===== src/design/upq_pkg.sv =====
// Package for the unsorted priority queue: sizing constants, operation and
// status codes, and the command and status structs between controller and datapath.
// No dependencies.
`default_nettype none

package upq_pkg;

    // Sizing of the entry store.
    localparam int CAPACITY   = 64;
    localparam int VALUE_BITS = 32;

    // Only the low VALUE_BITS bits of a value are kept, and never more than the port carries.
    localparam int STORE_VALUE_BITS = (VALUE_BITS < 32) ? VALUE_BITS : 32;
    localparam int PRIO_BITS        = 32;
    localparam int WORD_BITS        = STORE_VALUE_BITS + PRIO_BITS;
    localparam int ADDR_W           = (CAPACITY > 1) ? $clog2(CAPACITY) : 1;
    localparam int CNT_W            = $clog2(CAPACITY + 1);

    // Operation codes; the fourth code is a no-op.
    localparam logic [1:0] OP_INSERT   = 2'd0;
    localparam logic [1:0] OP_POP      = 2'd1;
    localparam logic [1:0] OP_CONTAINS = 2'd2;

    // Result status codes.
    localparam logic [1:0] ST_OK    = 2'd0;
    localparam logic [1:0] ST_EMPTY = 2'd1;
    localparam logic [1:0] ST_FULL  = 2'd2;

    // Commands from the controller to the datapath.
    typedef struct packed {
        logic capture;     // latch the accepted item and restart the walk
        logic scan_step;   // one step of the compare walk
        logic shift_init;  // start the close-up walk behind the popped entry
        logic shift_step;  // one step of the close-up walk
        logic commit;      // update the count and load the result register
    } upq_cmd_t;

    // Status from the datapath to the controller.
    typedef struct packed {
        logic need_scan;   // operation reads the stored entries
        logic pop_live;    // pop on a non-empty queue
        logic walk_done;   // no read in flight and no entry left to read
        logic out_free;    // result register can take a new result
    } upq_stat_t;

endpackage

`default_nettype wire


===== src/design/upq_ram.sv =====
// Generic simple dual-port RAM: one write port, one read port with registered data.
// No dependencies.
`default_nettype none

module upq_ram #(
    parameter int WIDTH = 8,
    parameter int DEPTH = 16
) (
    input  wire logic                             clk,
    input  wire logic                             we,
    input  wire logic [$clog2(DEPTH > 1 ? DEPTH : 2)-1:0] waddr,
    input  wire logic [WIDTH-1:0]                 wdata,
    input  wire logic [$clog2(DEPTH > 1 ? DEPTH : 2)-1:0] raddr,
    output logic      [WIDTH-1:0]                 rdata
);

    logic [WIDTH-1:0] mem_reg [DEPTH];

    // Write and registered read.
    always_ff @(posedge clk)
    begin
        if (we)
        begin
            mem_reg[waddr] <= wdata;
        end
        rdata <= mem_reg[raddr];
    end

endmodule

`default_nettype wire


===== src/design/upq_datapath.sv =====
// Datapath of the unsorted priority queue: entry RAM, entry count, walk
// counters, best-entry and match registers, and the result register.
// Depends on upq_pkg and upq_ram.
`default_nettype none

module upq_datapath
    import upq_pkg::*;
(
    input  wire logic               clk,
    input  wire logic               rst_n,
    input  wire upq_cmd_t           cmd,
    output upq_stat_t               stat,
    input  wire logic [1:0]         op,
    input  wire logic [31:0]        item_value,
    input  wire logic signed [31:0] item_priority,
    output logic                    out_valid,
    input  wire logic               out_ready,
    output logic [31:0]             popped_value,
    output logic signed [31:0]      popped_priority,
    output logic                    found,
    output logic                    now_empty,
    output logic [1:0]              status
);

    // Latched item.
    logic [1:0]                  op_reg;
    logic [STORE_VALUE_BITS-1:0] val_reg;
    logic signed [31:0]          prio_reg;

    // Entry count and walk state.
    logic [CNT_W-1:0]  count_reg;
    logic [CNT_W-1:0]  scan_idx_reg;
    logic [ADDR_W-1:0] cmp_idx_reg;
    logic              cmp_valid_reg;

    // Best entry so far and match flag.
    logic                        best_valid_reg;
    logic [ADDR_W-1:0]           best_idx_reg;
    logic [STORE_VALUE_BITS-1:0] best_val_reg;
    logic signed [31:0]          best_prio_reg;
    logic                        found_reg;

    // Result register.
    logic                        out_valid_reg;
    logic [31:0]                 res_value_reg;
    logic signed [31:0]          res_prio_reg;
    logic                        res_found_reg;
    logic                        res_empty_reg;
    logic [1:0]                  res_status_reg;

    // RAM ports.
    logic                        ram_we;
    logic [ADDR_W-1:0]           ram_waddr;
    logic [WORD_BITS-1:0]        ram_wdata;
    logic [WORD_BITS-1:0]        ram_rdata;
    logic [STORE_VALUE_BITS-1:0] rd_val;
    logic signed [31:0]          rd_prio;

    logic             scan_lt;
    logic             is_full;
    logic             queue_empty;
    logic             walk_step;
    logic             shift_wr;
    logic             insert_wr;
    logic             better;
    logic             match;
    logic [CNT_W-1:0] count_next;
    logic [1:0]       status_next;

    upq_ram #(
        .WIDTH (WORD_BITS),
        .DEPTH (CAPACITY)
    ) u_ram (
        .clk   (clk),
        .we    (ram_we),
        .waddr (ram_waddr),
        .wdata (ram_wdata),
        .raddr (scan_idx_reg[ADDR_W-1:0]),
        .rdata (ram_rdata)
    );

    // Decode of the read word and of the walk position.
    assign rd_val      = ram_rdata[WORD_BITS-1:PRIO_BITS];
    assign rd_prio     = $signed(ram_rdata[PRIO_BITS-1:0]);
    assign scan_lt     = (scan_idx_reg < count_reg);
    assign is_full     = (count_reg >= CNT_W'(CAPACITY));
    assign queue_empty = (count_reg == '0);
    assign walk_step   = cmd.scan_step | cmd.shift_step;

    // Ties go to the newer entry, so an equal priority replaces the best.
    assign better = !best_valid_reg || (rd_prio <= best_prio_reg);
    assign match  = (rd_val == val_reg) && (rd_prio == prio_reg);

    // Write port: close-up moves an entry one slot toward the oldest end, insert appends.
    assign shift_wr  = cmd.shift_step && cmp_valid_reg;
    assign insert_wr = cmd.commit && (op_reg == OP_INSERT) && !is_full;
    assign ram_we    = shift_wr || insert_wr;
    always_comb
    begin
        if (shift_wr)
        begin
            ram_waddr = ADDR_W'(cmp_idx_reg - ADDR_W'(1));
            ram_wdata = ram_rdata;
        end
        else
        begin
            ram_waddr = count_reg[ADDR_W-1:0];
            ram_wdata = {val_reg, prio_reg};
        end
    end

    // Count and status for the operation being committed.
    always_comb
    begin
        count_next  = count_reg;
        status_next = ST_OK;
        case (op_reg)
            OP_INSERT:
            begin
                if (is_full)
                begin
                    status_next = ST_FULL;
                end
                else
                begin
                    count_next = count_reg + CNT_W'(1);
                end
            end
            OP_POP:
            begin
                if (queue_empty)
                begin
                    status_next = ST_EMPTY;
                end
                else
                begin
                    count_next = count_reg - CNT_W'(1);
                end
            end
            default:
            begin
                count_next = count_reg;
            end
        endcase
    end

    // Control registers.
    always_ff @(posedge clk or negedge rst_n)
    begin
        if (!rst_n)
        begin
            count_reg      <= '0;
            scan_idx_reg   <= '0;
            cmp_valid_reg  <= 1'b0;
            best_valid_reg <= 1'b0;
            found_reg      <= 1'b0;
            out_valid_reg  <= 1'b0;
            op_reg         <= OP_INSERT;
        end
        else
        begin
            if (cmd.capture)
            begin
                op_reg         <= op;
                scan_idx_reg   <= '0;
                cmp_valid_reg  <= 1'b0;
                best_valid_reg <= 1'b0;
                found_reg      <= 1'b0;
            end
            else if (cmd.shift_init)
            begin
                scan_idx_reg  <= CNT_W'(best_idx_reg) + CNT_W'(1);
                cmp_valid_reg <= 1'b0;
            end
            else if (walk_step)
            begin
                cmp_valid_reg <= scan_lt;
                if (scan_lt)
                begin
                    scan_idx_reg <= scan_idx_reg + CNT_W'(1);
                end
                if (cmd.scan_step && cmp_valid_reg)
                begin
                    if (op_reg == OP_POP && better)
                    begin
                        best_valid_reg <= 1'b1;
                    end
                    if (op_reg == OP_CONTAINS && match)
                    begin
                        found_reg <= 1'b1;
                    end
                end
            end

            if (cmd.commit)
            begin
                count_reg     <= count_next;
                out_valid_reg <= 1'b1;
            end
            else if (out_ready)
            begin
                out_valid_reg <= 1'b0;
            end
        end
    end

    // Payload registers.
    always_ff @(posedge clk)
    begin
        if (cmd.capture)
        begin
            val_reg  <= item_value[STORE_VALUE_BITS-1:0];
            prio_reg <= item_priority;
        end
        if (walk_step)
        begin
            cmp_idx_reg <= scan_idx_reg[ADDR_W-1:0];
        end
        if (cmd.scan_step && cmp_valid_reg && op_reg == OP_POP && better)
        begin
            best_idx_reg  <= cmp_idx_reg;
            best_val_reg  <= rd_val;
            best_prio_reg <= rd_prio;
        end
        if (cmd.commit)
        begin
            res_status_reg <= status_next;
            res_empty_reg  <= (count_next == '0);
            res_found_reg  <= (op_reg == OP_CONTAINS) && found_reg;
            if (op_reg == OP_POP && !queue_empty)
            begin
                res_value_reg <= 32'(best_val_reg);
                res_prio_reg  <= best_prio_reg;
            end
            else
            begin
                res_value_reg <= '0;
                res_prio_reg  <= '0;
            end
        end
    end

    // Status toward the controller.
    assign stat.need_scan = (op_reg == OP_POP) || (op_reg == OP_CONTAINS);
    assign stat.pop_live  = (op_reg == OP_POP) && !queue_empty;
    assign stat.walk_done = !scan_lt && !cmp_valid_reg;
    assign stat.out_free  = !out_valid_reg || out_ready;

    assign out_valid       = out_valid_reg;
    assign popped_value    = res_value_reg;
    assign popped_priority = res_prio_reg;
    assign found           = res_found_reg;
    assign now_empty       = res_empty_reg;
    assign status          = res_status_reg;

    // The entry count never passes the capacity.
    assert property (@(posedge clk) disable iff (!rst_n)
        count_reg <= CNT_W'(CAPACITY))
        else $error("entry count above capacity");

    // A close-up write lands inside the stored range.
    assert property (@(posedge clk) disable iff (!rst_n)
        shift_wr |-> (CNT_W'(cmp_idx_reg) < count_reg))
        else $error("close-up write outside stored entries");

    // A result is only loaded when the previous one has left.
    assert property (@(posedge clk) disable iff (!rst_n)
        cmd.commit |-> (!out_valid_reg || out_ready))
        else $error("result register overwritten");

    // A successful pop removes exactly one entry.
    assert property (@(posedge clk) disable iff (!rst_n)
        (cmd.commit && op_reg == OP_POP && !queue_empty)
            |=> (count_reg == $past(count_reg) - CNT_W'(1)))
        else $error("pop did not remove one entry");

endmodule

`default_nettype wire


===== src/design/upq_controller.sv =====
// Controller state machine of the unsorted priority queue: sequences capture,
// compare walk, close-up walk and commit of one item at a time.
// Depends on upq_pkg.
`default_nettype none

module upq_controller
    import upq_pkg::*;
(
    input  wire logic      clk,
    input  wire logic      rst_n,
    input  wire logic      in_valid,
    output logic           in_ready,
    input  wire upq_stat_t stat,
    output upq_cmd_t       cmd
);

    typedef enum logic [1:0] {
        S_IDLE,
        S_SCAN,
        S_SHIFT,
        S_FINISH
    } state_t;

    state_t state_reg;
    state_t state_next;
    logic   in_ready_reg;
    logic   in_ready_next;

    // Next state and commands.
    always_comb
    begin
        state_next    = state_reg;
        in_ready_next = in_ready_reg;
        cmd           = '0;
        case (state_reg)
            S_IDLE:
            begin
                if (in_valid && in_ready_reg)
                begin
                    cmd.capture   = 1'b1;
                    in_ready_next = 1'b0;
                    state_next    = S_SCAN;
                end
            end
            S_SCAN:
            begin
                if (!stat.need_scan)
                begin
                    state_next = S_FINISH;
                end
                else if (stat.walk_done)
                begin
                    if (stat.pop_live)
                    begin
                        cmd.shift_init = 1'b1;
                        state_next     = S_SHIFT;
                    end
                    else
                    begin
                        state_next = S_FINISH;
                    end
                end
                else
                begin
                    cmd.scan_step = 1'b1;
                end
            end
            S_SHIFT:
            begin
                if (stat.walk_done)
                begin
                    state_next = S_FINISH;
                end
                else
                begin
                    cmd.shift_step = 1'b1;
                end
            end
            S_FINISH:
            begin
                if (stat.out_free)
                begin
                    cmd.commit    = 1'b1;
                    in_ready_next = 1'b1;
                    state_next    = S_IDLE;
                end
            end
            default:
            begin
                state_next    = S_IDLE;
                in_ready_next = 1'b1;
            end
        endcase
    end

    // State and registered ready.
    always_ff @(posedge clk or negedge rst_n)
    begin
        if (!rst_n)
        begin
            state_reg    <= S_IDLE;
            in_ready_reg <= 1'b1;
        end
        else
        begin
            state_reg    <= state_next;
            in_ready_reg <= in_ready_next;
        end
    end

    assign in_ready = in_ready_reg;

endmodule

`default_nettype wire


===== src/design/unsorted_priority_queue_core.sv =====
// Top level of the unsorted priority queue: controller and datapath.
// Depends on upq_pkg, upq_controller and upq_datapath.
//
// Usage: one input channel (in_valid/in_ready) carries an operation with a
// value and a signed priority; one output channel (out_valid/out_ready)
// returns exactly one result per input transfer, in order.
// Insert appends an entry; pop removes the entry with the smallest priority,
// the newest one on a tie; contains reports an exact value and priority match.
// Items are handled one at a time. Insert, no-op and any operation on an
// empty queue go straight to the commit; contains first walks every stored
// entry, and pop walks every stored entry and then closes up the entries
// that sit behind the removed one. in_ready returns with the result.
// The pace is set by the single read port of the entry RAM: the compare
// walk reads one entry per cycle, and pop then moves every entry behind the
// removed one down by one slot, one per cycle.
// A finished result sits in an output register; when the receiver stalls the
// block still takes the next item and works on it, and holds back only its
// commit until the waiting result has been transferred.
// Reset empties the queue at once; entry contents need no clearing pass.
`default_nettype none

module unsorted_priority_queue_core
    import upq_pkg::*;
(
    input  wire logic               clk,
    input  wire logic               rst_n,
    input  wire logic               in_valid,
    output logic                    in_ready,
    input  wire logic [1:0]         op,
    input  wire logic [31:0]        item_value,
    input  wire logic signed [31:0] item_priority,
    output logic                    out_valid,
    input  wire logic               out_ready,
    output logic [31:0]             popped_value,
    output logic signed [31:0]      popped_priority,
    output logic                    found,
    output logic                    now_empty,
    output logic [1:0]              status
);

    upq_cmd_t  cmd;
    upq_stat_t stat;

    upq_controller u_ctrl (
        .clk      (clk),
        .rst_n    (rst_n),
        .in_valid (in_valid),
        .in_ready (in_ready),
        .stat     (stat),
        .cmd      (cmd)
    );

    upq_datapath u_dp (
        .clk             (clk),
        .rst_n           (rst_n),
        .cmd             (cmd),
        .stat            (stat),
        .op              (op),
        .item_value      (item_value),
        .item_priority   (item_priority),
        .out_valid       (out_valid),
        .out_ready       (out_ready),
        .popped_value    (popped_value),
        .popped_priority (popped_priority),
        .found           (found),
        .now_empty       (now_empty),
        .status          (status)
    );

endmodule

`default_nettype wire


===== config.mk =====
export PLATFORM = sky130hd
export DESIGN_NAME = unsorted_priority_queue_core
export DESIGN_NICKNAME = d
export VERILOG_FILES = /design/src/design/upq_pkg.sv /design/src/design/upq_ram.sv /design/src/design/upq_datapath.sv /design/src/design/upq_controller.sv /design/src/design/unsorted_priority_queue_core.sv
export SDC_FILE = /design/constraint.sdc
export NUM_CORES = 2
export LEC_CHECK = 0
export BUFFER_PORTS_ARGS = -buffer_cell sky130_fd_sc_hd__buf_2
export CAP_MARGIN = 25
export CORE_AREA = 4 4 867 438
export CTS_CLUSTER_DIAMETER = 150
export DETAILED_ROUTE_END_ITERATION = 10
export DIE_AREA = 0 0 871 442
export HOLD_SLACK_MARGIN = 0.05
export PLACE_DENSITY = 0.6
export SYNTH_ARGS = -nofsm -noshare
export SYNTH_HDL_FRONTEND = slang
export SYNTH_SLANG_ARGS = --single-unit
export TNS_END_PERCENT = 20

===== constraint.sdc =====
create_clock -name clk -period 16 [get_ports clk]
set_input_delay 1.6 -clock clk [delete_from_list [all_inputs] [get_ports clk]]
set_output_delay 1.6 -clock clk [all_outputs]
set_load 0.02 [all_outputs]

==> results.yml <==
synthesis:
  avgSynthCellArea_um2: 24.28
  synthDistinctLibCells: 59
  synth_edf_count: 4304
  synthFlopType: "edfxtp_1"
  syn_area_um2: 166900
  netlist_instances: 6873
  yosysWarnings: 0
  synth_nets: 6993
  synth-async-reset-ratio_pct: 0.5238
  synth_seq_cells: 4391
  ys_seq_area_share_pct: 78.56
outcome:
  status: "finished, final reports clean"
timing:
  finalCriticalPeriod_ns: 5.807
  setup_tns_ns: 0
  fin_skew_ns: 0.05295
  final_max_slew_viol_count: 0
  hold_viol: 0
  max-slew-margin-rel_pct: 19.35
  hold-worst-slack_ns: 0.4906
  finalSetupViolCount: 0
  max_freq_mhz: 172.2
  grt_setup_unrepaired: "false"
  fin_crit_sh_pct: 36.29
  worstMarginPinSlew_ns: 1.210
worst_setup_path:
  cp_max_fo: 38
  required_ns: 16.79
  start_kind: "flip-flop"
  crit_path_end_kind: "flip-flop"
  critPathKind: "flip-flop to flip-flop"
  arrival_ns: 6.60
pwr:
  pwr_density_cell_nw_per_um2: 178.4
  vdd_drop_max_mv: 0.1623
  total_leakage_power_nw: 58.38
place:
  dp_hpwl_mm: 267.9
  gp_congestion: 0.8457
  port_buffers: 139
  post_dp_cell_area_um2: 175500
  dp_cells: 11950
clock_network:
  cts-htree-levels: 5
  cts_resized: 0
  cts-buffers-inserted: 387
  clk_pin_slew_ns: 0.06
  cts.path.max_buffers: 4
  cts_sinks: 4391
  ctsHoldBuffers: 0
  root_buffer: "clkbuf_16"
  cts_tree: "yes"
  clk_latency_ns: 0.95
  post_cts_buffers: 0
finish:
  fin_nets: 7488
  final_common_cell: "edfxtp_1"
  drive_gt1_share_pct: 31.78
  multi_input_area_um2: 34800
  ff_latch_area_um2: 131100
  final_area_um2: 188800
  syn_to_final_growth_pct: 13.15
  nFillCells: 28720
  final_cells: 12680
  layout_common_cells: "edfxtp_1 (4,304), mux4_2 (1,280), clkbuf_16 (395), buf_4 (264), buf_2 (139)"
  largest_reg_flops: 4096
route:
  wl_per_cell_um: 37.48
  routed_wl_mm: 475.1
  drtIter0Drc: 13870
  drc: 0
  vias_per_cell: 6.404
  dr.pass1.iters: 6
  ant_nets: 0
  vias: 81190
global_route:
  grt_pass1_vias: 77950
  grt.total_usage_pct: 24.32
  grt_remaining_overflow: 0
  grt_pass1_wl_mm: 651.7
  antenna_found_initial: 24
  grt_max_degree: 126
floorplan:
  pin_count: 140
  dieHeight_um: 442
  start_util_pct: 44.74
  num_rows: 159
  core_um2: 373000
  dieArea_um2: 385000
  fp.dieW_um: 871
job:
  maxCapViolations: 0
hold_path:
  min_path_type: "flip-flop to flip-flop"
-- power by group --
group / internal, mW / total, mW / switching, mW
clock: 5.43 / 9.64 / 4.21
sequential: 14.1 / 14.6 / 0.499
combinational: 3.79 / 9.42 / 5.64
total: 23.3 / 33.7 / 10.3
-- cell usage after synthesis, drive strengths merged, types with 18 or more instances --
| cell | instances | area share, % |
|---|---|---|
| dfrtp | 22 | 0.33 |
| and2 | 42 | 0.16 |
| dfxtp | 64 | 0.77 |
| mux4 | 1280 | 17 |
| nand2 | 133 | 0.30 |
| clkbuf | 194 | 0.44 |
| a21oi | 24 | 0.072 |
| mux2 | 52 | 0.35 |
| ha | 50 | 0.37 |
| xor2 | 46 | 0.24 |
| edfxtp | 4304 | 77 |
| o21ai | 46 | 0.14 |
| nand4 | 18 | 0.067 |
| inv | 68 | 0.15 |
| buf | 145 | 0.43 |
| a22oi | 130 | 0.58 |
| nor2 | 113 | 0.25 |
-- area by class of cell --
cell class | count | area share [%]
sequential | 4391 | 69.43
clock buffer | 479 | 5.460
clock inverter | 222 | 1.334
inverter | 69 | 0.1391
antenna | 6 | 0.007951
multi-input combinational | 2074 | 18.43
timing repair buffer | 445 | 1.890
tap | 4991 | 3.307
-- worst paths after layout --
kind,to,start,cells after the start,slack (ns)
worst max-delay path,u_dp.u_ram.rdata[35],u_dp.scan_idx_reg[0],8,10.19
worst min-delay path,u_dp.best_val_reg[17],u_dp.u_ram.rdata[49],0,0.49
worst max register to register,u_dp.u_ram.rdata[35],u_dp.scan_idx_reg[0],8,10.19
worst min register to register,u_dp.best_val_reg[17],u_dp.u_ram.rdata[49],0,0.49
max in group asynchronous,u_dp.scan_idx_reg[0],rst_n,1,14.73
min in group asynchronous,u_dp.best_valid_reg,rst_n,1,0.72
-- worst max-delay path: stages, from the launching register on --
cell     delay (ns)
dfrtp_4        0.86
buf_4          0.81
buf_4          0.79
buf_4          0.74
buf_4          0.71
mux4_2         0.59
mux4_2         0.48
a22oi_1        0.36
nand2_1        0.09
-- metrics by stage --
step,power [mW],setup slack [ns],utilization [%]
floorplan,20.64,8.886,-
global placement,24.01,9.971,46.98
detailed placement,24.19,9.928,47.06
CTS,33.76,10.01,50.50
global route,34.86,9.710,50.62
finish,33.69,10.19,50.63
-- metal layers --
metal | vias to the layer above | wire length (µm) | share of wire, % | track usage, %
li1 | 30590 | - | - | -
met1 | 44330 | 203600 | 43 | 39.49
met2 | 5604 | 194500 | 41 | 32.10
met3 | 664 | 62730 | 13 | 6.751
met4 | 0 | 14210 | 3.0 | 6.575
met5 | - | 0 | 0 | 0
-- cell families after synthesis --
group / Yosys count / share of synthesized area, %
AO/OA/AOI/OAI: 257 / 1.068
XOR/XNOR: 62 / 0.3254
adder cells (fa/ha/maj): 50 / 0.3749
buffers and inverters: 408 / 1.023
flip-flops: 4391 / 78.56
multiplexers: 1333 / 17.63
AND/OR/NAND/NOR: 372 / 1.023
No activity file was read; power rests on OpenSTA's default activity.
